===== src/design/hrlp_pkg.sv =====
// ----------------------------------------------------------------------------
// hrlp_pkg
// Shared types, constants and character helpers for the request line parser.
// ----------------------------------------------------------------------------
package hrlp_pkg;

    localparam int METHOD_MAX = 16;
    localparam int PATH_MAX   = 1024;
    localparam int CNT_W      = 11;
    localparam int RES_MAX    = 4;
    localparam int CAND_N     = 8;

    localparam logic [7:0] CH_PCT   = 8'h25;
    localparam logic [7:0] CH_QUERY = 8'h3F;
    localparam logic [7:0] CH_SPACE = 8'h20;

    // Parser phase, one-hot
    typedef enum logic [2:0] {
        PH_METHOD = 3'b001,
        PH_PATH   = 3'b010,
        PH_DONE   = 3'b100
    } phase_t;

    // Result kind as carried on the output tuser
    typedef enum logic [1:0] {
        K_METHOD_BYTE = 2'd0,
        K_PATH_BYTE   = 2'd1,
        K_METHOD_END  = 2'd2,
        K_PATH_END    = 2'd3
    } kind_t;

    // Held-escape counts
    localparam logic [1:0] HELD_NONE  = 2'd0;
    localparam logic [1:0] HELD_PCT   = 2'd1;
    localparam logic [1:0] HELD_DIGIT = 2'd2;

    typedef struct packed {
        phase_t             phase;
        logic [CNT_W-1:0]   count;
        logic [1:0]         held;
        logic [7:0]         digit;
    } hrlp_state_t;

    typedef struct packed {
        kind_t      kind;
        logic [7:0] data;
    } hrlp_res_t;

    typedef struct packed {
        hrlp_res_t [RES_MAX-1:0] ent;
        logic [2:0]              num;
    } hrlp_batch_t;

    function automatic logic is_hex(input logic [7:0] c);
        return (c >= 8'h30 && c <= 8'h39) || (c >= 8'h61 && c <= 8'h66)
            || (c >= 8'h41 && c <= 8'h46);
    endfunction

    function automatic logic [3:0] hex_val(input logic [7:0] c);
        logic [7:0] v;
        v = 8'd0;
        if (c >= 8'h30 && c <= 8'h39)
            v = c - 8'h30;
        else if (c >= 8'h61 && c <= 8'h66)
            v = c - 8'h57;
        else if (c >= 8'h41 && c <= 8'h46)
            v = c - 8'h37;
        return v[3:0];
    endfunction

endpackage


===== src/design/hrlp_step.sv =====
// ----------------------------------------------------------------------------
// hrlp_step
// Per-byte step: works out the next parser state and the ordered list of up
// to four results that one request byte produces.
// ----------------------------------------------------------------------------
module hrlp_step
    import hrlp_pkg::*;
(
    input  hrlp_state_t state,
    input  logic [7:0]  in_byte,
    input  logic        is_final,
    output hrlp_state_t state_next,
    output hrlp_batch_t batch
);

    logic             in_method;
    logic             in_path;
    logic             method_end;
    logic             path_sep;
    logic             b_hex;
    logic             b_pct;
    logic [CNT_W-1:0] cnt_inc;
    logic             path_limit;
    logic             path_close;
    logic [1:0]       acc_held;
    logic [7:0]       acc_digit;
    logic [1:0]       rel_held;
    logic [7:0]       rel_digit;
    logic [7:0]       acc_byte [3];
    logic [2:0]       acc_vld;
    hrlp_res_t        cand     [CAND_N];
    logic [CAND_N-1:0] cand_vld;
    logic [2:0]       pos;
    hrlp_state_t      st_upd;

    assign in_method  = (state.phase == PH_METHOD);
    assign in_path    = (state.phase == PH_PATH);
    assign method_end = (in_byte == CH_SPACE) || (state.count >= CNT_W'(METHOD_MAX));
    assign path_sep   = in_path && ((in_byte == CH_QUERY) || (in_byte == CH_SPACE));
    assign b_hex      = is_hex(in_byte);
    assign b_pct      = (in_byte == CH_PCT);
    assign cnt_inc    = state.count + CNT_W'(1);
    assign path_limit = (cnt_inc >= CNT_W'(PATH_MAX));
    assign path_close = in_path && (path_sep || path_limit || is_final);

    // Decode the escape sequence for a path byte
    always_comb
    begin
        acc_held    = HELD_NONE;
        acc_digit   = state.digit;
        acc_vld     = 3'b000;
        acc_byte[0] = in_byte;
        acc_byte[1] = in_byte;
        acc_byte[2] = in_byte;
        unique case (state.held)
            HELD_PCT:
            begin
                if (b_hex)
                begin
                    acc_held  = HELD_DIGIT;
                    acc_digit = in_byte;
                end
                else
                begin
                    acc_byte[0] = CH_PCT;
                    acc_vld[0]  = 1'b1;
                    acc_vld[1]  = !b_pct;
                    acc_held    = b_pct ? HELD_PCT : HELD_NONE;
                end
            end
            HELD_DIGIT:
            begin
                acc_digit = 8'd0;
                if (b_hex)
                begin
                    acc_byte[0] = {hex_val(state.digit), hex_val(in_byte)};
                    acc_vld[0]  = 1'b1;
                end
                else
                begin
                    acc_byte[0] = CH_PCT;
                    acc_byte[1] = state.digit;
                    acc_vld     = {!b_pct, 2'b11};
                    acc_held    = b_pct ? HELD_PCT : HELD_NONE;
                end
            end
            default:
            begin
                acc_vld[0] = !b_pct;
                acc_held   = b_pct ? HELD_PCT : HELD_NONE;
            end
        endcase
    end

    // Release the held bytes on path close: as held on a separator, else after this byte
    assign rel_held  = path_sep ? state.held  : acc_held;
    assign rel_digit = path_sep ? state.digit : acc_digit;

    // Lay out every possible result in order
    always_comb
    begin
        cand[0]     = '{kind: method_end ? K_METHOD_END : K_METHOD_BYTE,
                        data: method_end ? 8'd0 : in_byte};
        cand_vld[0] = in_method;
        cand[1]     = '{kind: K_METHOD_END, data: 8'd0};
        cand_vld[1] = in_method && is_final && !method_end;
        cand[2]     = '{kind: K_PATH_BYTE, data: acc_byte[0]};
        cand[3]     = '{kind: K_PATH_BYTE, data: acc_byte[1]};
        cand[4]     = '{kind: K_PATH_BYTE, data: acc_byte[2]};
        cand_vld[2] = in_path && !path_sep && acc_vld[0];
        cand_vld[3] = in_path && !path_sep && acc_vld[1];
        cand_vld[4] = in_path && !path_sep && acc_vld[2];
        cand[5]     = '{kind: K_PATH_BYTE, data: CH_PCT};
        cand_vld[5] = path_close && ((rel_held == HELD_PCT) || (rel_held == HELD_DIGIT));
        cand[6]     = '{kind: K_PATH_BYTE, data: rel_digit};
        cand_vld[6] = path_close && (rel_held == HELD_DIGIT);
        cand[7]     = '{kind: K_PATH_END, data: 8'd0};
        cand_vld[7] = (in_method && is_final) || path_close;
    end

    // Pack the valid results into the first four slots, drop the rest
    always_comb
    begin
        batch.ent = '0;
        pos       = 3'd0;
        for (int i = 0; i < CAND_N; i++)
        begin
            if (cand_vld[i] && (pos < 3'(RES_MAX)))
            begin
                batch.ent[pos[1:0]] = cand[i];
                pos                 = pos + 3'd1;
            end
        end
        batch.num = pos;
    end

    // Advance the parser state
    always_comb
    begin
        st_upd = state;
        unique case (state.phase)
            PH_METHOD:
            begin
                if (method_end)
                begin
                    st_upd.phase = PH_PATH;
                    st_upd.count = '0;
                end
                else
                    st_upd.count = cnt_inc;
            end
            PH_PATH:
            begin
                if (path_close)
                begin
                    st_upd.phase = PH_DONE;
                    st_upd.held  = HELD_NONE;
                    st_upd.digit = 8'd0;
                    if (!path_sep)
                        st_upd.count = cnt_inc;
                end
                else
                begin
                    st_upd.held  = acc_held;
                    st_upd.digit = acc_digit;
                    st_upd.count = cnt_inc;
                end
            end
            default: st_upd = state;
        endcase
        if (is_final)
            state_next = '{phase: PH_METHOD, count: '0, held: HELD_NONE, digit: 8'd0};
        else
            state_next = st_upd;
    end

endmodule


===== src/design/http_request_line_parser.sv =====
// ----------------------------------------------------------------------------
// http_request_line_parser
// Streams a request buffer byte by byte, passes out method bytes and the
// percent-decoded path, and closes each field with an end marker.
// ----------------------------------------------------------------------------
// The first result of a byte is registered and appears in the cycle after its transfer.
// Throughput: one byte per cycle while the output is ready and each byte yields
// at most one result; a byte with more holds off input until its last is taken.
// Reset: rst_n clears the parser to the method phase and empties the
// result buffer; no results are pending after reset.
module http_request_line_parser
    import hrlp_pkg::*;
(
    input  logic       clk,
    input  logic       rst_n,
    input  logic       s_tvalid,
    output logic       s_tready,
    input  logic [7:0] s_tdata,   // [7:0] in_byte
    input  logic       s_tlast,   // is_final
    output logic       m_tvalid,
    input  logic       m_tready,
    output logic [7:0] m_tdata,   // [7:0] out_byte
    output logic [1:0] m_tuser,   // [1:0] kind
    output logic       m_tlast    // run_last
);

    hrlp_state_t state_reg;
    hrlp_state_t state_next;
    hrlp_batch_t batch;
    hrlp_res_t   ent_reg [RES_MAX];
    logic [2:0]  rem_reg;
    logic [2:0]  rem_next;
    logic [1:0]  pos_reg;
    logic [1:0]  pos_next;
    logic        in_xfer;
    logic        out_xfer;

    hrlp_step u_step (
        .state      (state_reg),
        .in_byte    (s_tdata),
        .is_final   (s_tlast),
        .state_next (state_next),
        .batch      (batch)
    );

    assign m_tvalid = (rem_reg != 3'd0);
    assign out_xfer = m_tvalid && m_tready;
    assign s_tready = (rem_reg == 3'd0) || ((rem_reg == 3'd1) && m_tready);
    assign in_xfer  = s_tvalid && s_tready;

    assign m_tuser = ent_reg[pos_reg].kind;
    assign m_tdata = ent_reg[pos_reg].data;
    assign m_tlast = (rem_reg == 3'd1);

    // Load a fresh batch on an input transfer, else drain one per output transfer
    always_comb
    begin
        rem_next = rem_reg;
        pos_next = pos_reg;
        if (in_xfer)
        begin
            rem_next = batch.num;
            pos_next = 2'd0;
        end
        else if (out_xfer)
        begin
            rem_next = rem_reg - 3'd1;
            pos_next = pos_reg + 2'd1;
        end
    end

    // Hold parser state and buffer occupancy
    always_ff @(posedge clk or negedge rst_n)
    begin
        if (!rst_n)
        begin
            state_reg <= '{phase: PH_METHOD, count: '0, held: HELD_NONE, digit: 8'd0};
            rem_reg   <= 3'd0;
            pos_reg   <= 2'd0;
        end
        else
        begin
            if (in_xfer)
                state_reg <= state_next;
            rem_reg <= rem_next;
            pos_reg <= pos_next;
        end
    end

    // Capture result payload
    always_ff @(posedge clk)
    begin
        if (in_xfer)
        begin
            for (int i = 0; i < RES_MAX; i++)
                ent_reg[i] <= batch.ent[i];
        end
    end

    a_rem_bound: assert property (@(posedge clk) disable iff (!rst_n)
        rem_reg <= 3'(RES_MAX))
        else $error("result buffer count beyond capacity");

    a_final_rearm: assert property (@(posedge clk) disable iff (!rst_n)
        in_xfer && s_tlast |=> state_reg.phase == PH_METHOD && state_reg.count == '0
                               && state_reg.held == HELD_NONE)
        else $error("final byte did not re-arm the parser");

    a_held_in_path: assert property (@(posedge clk) disable iff (!rst_n)
        state_reg.held != HELD_NONE |-> state_reg.phase == PH_PATH)
        else $error("escape held outside the path phase");

    a_method_count: assert property (@(posedge clk) disable iff (!rst_n)
        state_reg.phase == PH_METHOD |-> state_reg.count <= CNT_W'(METHOD_MAX))
        else $error("method count beyond limit");

    a_path_count: assert property (@(posedge clk) disable iff (!rst_n)
        state_reg.phase == PH_PATH |-> state_reg.count < CNT_W'(PATH_MAX))
        else $error("path count reached limit without closing");

    a_drain_empty: assert property (@(posedge clk) disable iff (!rst_n)
        out_xfer && m_tlast && !in_xfer |=> !m_tvalid)
        else $error("results remain after the last one was taken");

endmodule


===== config.mk =====
export PLATFORM = sky130hd
export DESIGN_NAME = http_request_line_parser
export DESIGN_NICKNAME = d
export VERILOG_FILES = /design/src/design/hrlp_pkg.sv /design/src/design/hrlp_step.sv /design/src/design/http_request_line_parser.sv
export SDC_FILE = /design/constraint.sdc
export NUM_CORES = 1
export LEC_CHECK = 0
export BUFFER_PORTS_ARGS = -buffer_cell sky130_fd_sc_hd__buf_2
export CAP_MARGIN = 20
export CELL_PAD_IN_SITES_DETAIL_PLACEMENT = 0
export CELL_PAD_IN_SITES_GLOBAL_PLACEMENT = 1
export CORE_MARGIN = 3
export CORE_UTILIZATION = 44
export DETAILED_ROUTE_END_ITERATION = 8
export PLACE_DENSITY = 0.82
export SETUP_SLACK_MARGIN = 0.15
export SLEW_MARGIN = 40
export SYNTH_ARGS = -nofsm -noshare
export SYNTH_HDL_FRONTEND = slang
export SYNTH_HIERARCHICAL = 1
export SYNTH_SLANG_ARGS = --single-unit

===== constraint.sdc =====
create_clock -name clk -period 6.14 [get_ports clk]
set_clock_uncertainty 0.1 [all_clocks]
set_input_delay 0.307 -clock clk [delete_from_list [all_inputs] [get_ports clk]]
set_output_delay 0.307 -clock clk [all_outputs]
set_load 0.01 [all_outputs]

* Word level (Yosys, flattened, before mapping)
Memory sizes are Yosys's and may differ from the RTL's. Index checks and enable logic that the tools add are counted. Widths: inputs -> output; s select.
Storage, ports and cells: flip-flop bits (word level) 29, RAM bits 40, bits of input ports 13, logic and storage cells 205, memories kept 1
Memories:
- ent_reg | depth 4, bits a word 10, read ports 1, clocked after Yosys merged registers in 0, write ports 4, line http_request_line_parser.sv:30 | hrlp_res_t ent_reg [RES_MAX];
Operators by class: $add $sub $neg 16, magnitude comparators 35, equal/unequal tests 13, muxes and demuxes 72, bitwise gates (word level) 9, reduce and logical (&&, ||, !) cells 53
Operators by type and width (count):
- $mux 40 | 7
- $bwmux 40 | 4
- $demux 10 s2 | 7
- $mux 10 | 9
- $mux 8 | 6
- $and 9x36->36 | 1
- $not 36->36 | 1
- $logic_and 1x1->1 | 33
- $mux 3 | 11
- $and 32x32->32 | 1
- $ge 8x7->1 const B | 4
- $le 8x7->1 const B | 4
- $not 32->32 | 1
- $pmux 8 s2 | 2
- $pmux 14 s2 | 1
- $and 24x24->24 | 1
- $eq 8x6->1 const B | 3
- $mux 24 | 1
- $mux 4 | 6
- $not 24->24 | 1
- $mux 11 | 2
- $mux 21 | 1
- $add 3x1->3 const B | 6
- $lt 2x3->1 const B | 6
- other kinds (35) | 79

* Logic depth before layout (Yosys ltp)
depth in word-level cells 28, depth in mapped cells 31, gate-level depth less buffers 30

* By module
Netlist, hierarchy kept.
Modules (own cells, without submodules):
- hrlp_step | instances 1, cells an instance 546, area each 3487.1 sq um
- http_request_line_parser | instances 1, cells an instance 136, area each 2687.6 sq um

* Worst setup path before layout
OpenSTA, ideal clock, no wires.
path kind input to register, from input s_tdata[1], to memory ent_reg[2][8] in the netlist's numbering, data pin, arrival time 6.038 ns, required time 5.772 ns, slack -0.267 ns, stages 29, buffers on the path 3, cell sequence clkbuf_1 inv_1 ha_1 or3b_1 nand3_1 o311ai_1 nor2_1 inv_1 fa_1 inv_1 ha_1 nor3_1 a32oi_1 and2_1 ha_1 and3_1 a31oi_1 inv_1 ha_1 nand2b_1 and2_0 and2_1 buf_2 mux2_2 ha_1 and2_0 clkbuf_1 or2b_1 nand3b_1
RTL lines:
- start: declaration | line http_request_line_parser.sv:18 | input logic [7:0] s_tdata,
- end: declaration | line http_request_line_parser.sv:30

==> metrics.md <==
| Metric | Value |
|---|---|
| Outcome | completed |
| Number of cells on the critical path | 27 |
| Final worst slack | 361 ps |
| # diodes | 0 |
| Largest net degree at the start of global routing | 72 |
| Max incr delay on CP | 540 ps |
| Period utilization | 0.941 |
| Gate Count Post-Synth | 682 |
| Sw Ratio | 0.385 |
| Filler cells | 1236 |
| DR vias/cell | 6.43 |
| Dpl cell area | 6630 um2 |
| Cell area after synthesis | 6170 um2 |
| Skew-Pair Late Insertion Delay | 340 ps |
| Main synth FF type | edfxtp_1 |
| Post-synthesis net count | 734 |
| Die Footprint | 15500 um2 |
| RSZ-0062 raised after global routing | no |
| Site row count | 42 |
| Pint | 0.00141 W |
| CP endpoint | ent_reg[0][8] |
| Total wire length | 18900 um |
| Setup Viol. Count Final | 0 |
| Max Clk Rate | 173 MHz |
| Footprint of the multi-input gates | 4150 um2 |
| CTS Buf Count | 9 |
| Core area | 13500 um2 |
| CTS sink cnt | 69 |
| Total track usage | 0.244 |
| Critical Path Start | state_reg[9] |
| Grt ovf | 0 |
| Final-report hold violation count | 0 |
| Clk pwr share | 0.228 |
| H-tree levels | 3 |
| Worst-case clock buffer depth | 2 |
| Data arrival, critical path | 5740 ps |
| Worst Reg-to-Reg Cells | 27 |
| Register area share after synthesis | 0.312 |
| Top-area cell type share of the netlist area | 0.195 |
| Most frequent cells in the layout | o21ai_0 (57), nor2_1 (50), nand2_1 (49), buf_4 (42), edfxtp_1 (40) |
| First-pass GRT wire length | 30600 um |
| Pwr Density | 317 nW/um2 |
| Critical Path Fanout Max | 8 |
| Syn. warnings | 6 |
| Nets@finish | 776 |
| Initial antenna violation count | 0 |
| Top Ports | 26 |
| Seq pwr share | 0.300 |
| Dpl hpwl | 14200 um |
| Psw | 0.000879 W |
| Slew Viols, Final | 0 |
| DR WL/cell | 20.9 um |
| CP delay by family, top | simple AND/OR/NAND/NOR gates |
| DRC Markers | 0 |
| Top cell by count, worst path | ha_4 |
| CP max-delay cell | fa_1 |
| CP endpoint kind | flip-flop |
| Design area | 7210 um2 |
| Height of the chip | 124 um |
| Yosys cell types | 87 |
| Dominant cells by area after synthesis | edfxtp_1 (19%), dfrtp_1 (11%), ha_1 (7.7%) |
| Proportion of layout cells with a drive suffix above 1 | 0.240 |
| Via Count | 5821 |
| Most common cell after layout, fill and taps aside | o21ai_0 |
| Gpl congestion | 0.923 |
| VDD IR max | 0.143 mV |
| Max_cap viols | 0 |
| Area delta synth->final | 16.8% |
| Vias in the first global route | 5664 |
| Root Buffer | clkbuf_16 |
| Type of the worst min-delay path | primary input to flip-flop |
| Comb pwr share | 0.472 |
| Initial DRC count | 523 |
| CTS tree | built |
| Critical path data required time | 6100 ps |
| Capture point of the worst reg-to-reg path | ent_reg[0][8] |
| Avg Cell Area, Syn | 9.05 um2 |
| Cell taking the most area after synthesis | edfxtp_1 |
| Fin Hold WS | 240 ps |
| CP startpoint kind | flip-flop |
| EDFF count, synth | 40 |
| Initial core utilization | 0.457 |
| #FFs+latches synth | 69 |
| Worst Path Class, Setup | flip-flop to flip-flop |
| FF+latch area | 1930 um2 |
| Total negative setup slack | 0 ps |
| Min Tclk post-route | 5780 ps |
| Internal reg-to-reg setup slack | 360 ps |
| Drt pass-1 iters | 5 |
| Critical R2R Launch | state_reg[9] |
| Worst slew margin | 0.540 |
| Number of buffers and inverters on the critical path | 3 |
| Place WS | -126 ps |
| Chip width | 124 um |
| Antenna Nets Post-Route | 0 |
| P_leak | 2.79 nW |
| CTS clk-pin slew, worst paths | 60 ps |
| I/O Buffers | 25 |
| Actual slew at the worst max-slew pin | 690 ps |
| Largest register FFs | 40 |
| Fraction of registers with async set/reset | 0.420 |
## worst register-to-register path, cell delays in order, from the launching register on
cell and delay (ps):
dfrtp_2 430, buf_12 130, ha_4 300, nor2_2 60, o221ai_4 80, o311ai_4 150, nor2_2 160, inv_2 70
fa_1 540, inv_2 80, ha_4 230, nor3_4 220, a32oi_2 100, and2_4 180, ha_1 290, and3_1 180
a31oi_4 240, ha_4 240, mux2i_2 190, ha_2 230, nand2_1 70, nand2_2 120, o21ai_2 60, a32oi_2 210
nor4_4 110, and2_1 200, or2_2 350, nand3b_1 190
## cells by family after synthesis
logic type / count (synthesis) / synth area share
fa+ha+maj: 39 / 0.0802
mux: 45 / 0.0989
xor+xnor: 8 / 0.0138
flops: 69 / 0.312
compound gates: 224 / 0.240
buf+inv: 74 / 0.0511
simple gates: 223 / 0.204
## synthesized netlist by cell type, drive strengths merged (12+ instances only)
master   n
a21oi   35
ha      38
inv     34
nand2   54
nand3   21
nor2    52
a22oi   18
dfrtp   28
clkbuf  29
edfxtp  40
mux2    25
nor3    14
o211ai  12
o22ai   30
o221ai  16
nand4   19
o21ai   60
## power by group through the flow
stage                     logic, W  clock network [W]  registers (W)
after floorplan           0.000726                  0       0.000653
after global placement    0.000952                  0       0.000692
after detailed placement  0.000982                  0       0.000700
after CTS                  0.00100           0.000529       0.000691
after global routing       0.00120           0.000553       0.000704
final                      0.00108           0.000520       0.000686
## final cells by class
cell class              instances  area share
flip-flops and latches         69       0.268
well taps                     176      0.0305
multi-input cells             539       0.575
clock inverters                 6     0.00884
clock buffers                  10      0.0317
inverters                      35      0.0182
repair buffers                 70      0.0676
## per-layer routing
layer | vias to the layer above | wire [um] | track usage
met4 | 0 | 331 | 0.0638
met5 | - | 0 | 0
li1 | 2716 | - | -
met3 | 37 | 1520 | 0.0755
met2 | 258 | 9090 | 0.391
met1 | 2810 | 7960 | 0.321
## through the flow
stage           util  instances  power (W)
3_3_place_gp   0.491        877    0.00164
5_1_grt        0.534        905    0.00245
2_1_floorplan      -        682    0.00138
3_5_place_dp   0.491        877    0.00168
4_1_cts        0.518        896    0.00222
6_report       0.534        905    0.00228
## worst min-delay path by stage
stage                         from    endpoint  slack [ps]  depth (start not counted)
final                     m_tready  rem_reg[2]         240                          3
after global routing      m_tready  rem_reg[2]         250                          3
after CTS                 m_tready  rem_reg[2]         230                          3
after detailed placement     rst_n  pos_reg[1]         350                          1
after global placement       rst_n  pos_reg[1]         330                          1
after floorplan              rst_n  pos_reg[0]         -90                          0
## timing repair
action,4_1_cts,5_1_grt
hold buffers,1,0
setup endpoints to repair,24,43
gates resized for setup,8,29
setup buffers,2,9
endpoints found under the hold margin,28,0
pin swaps,2,14
Note: power is estimated with default switching activity, not from simulation.
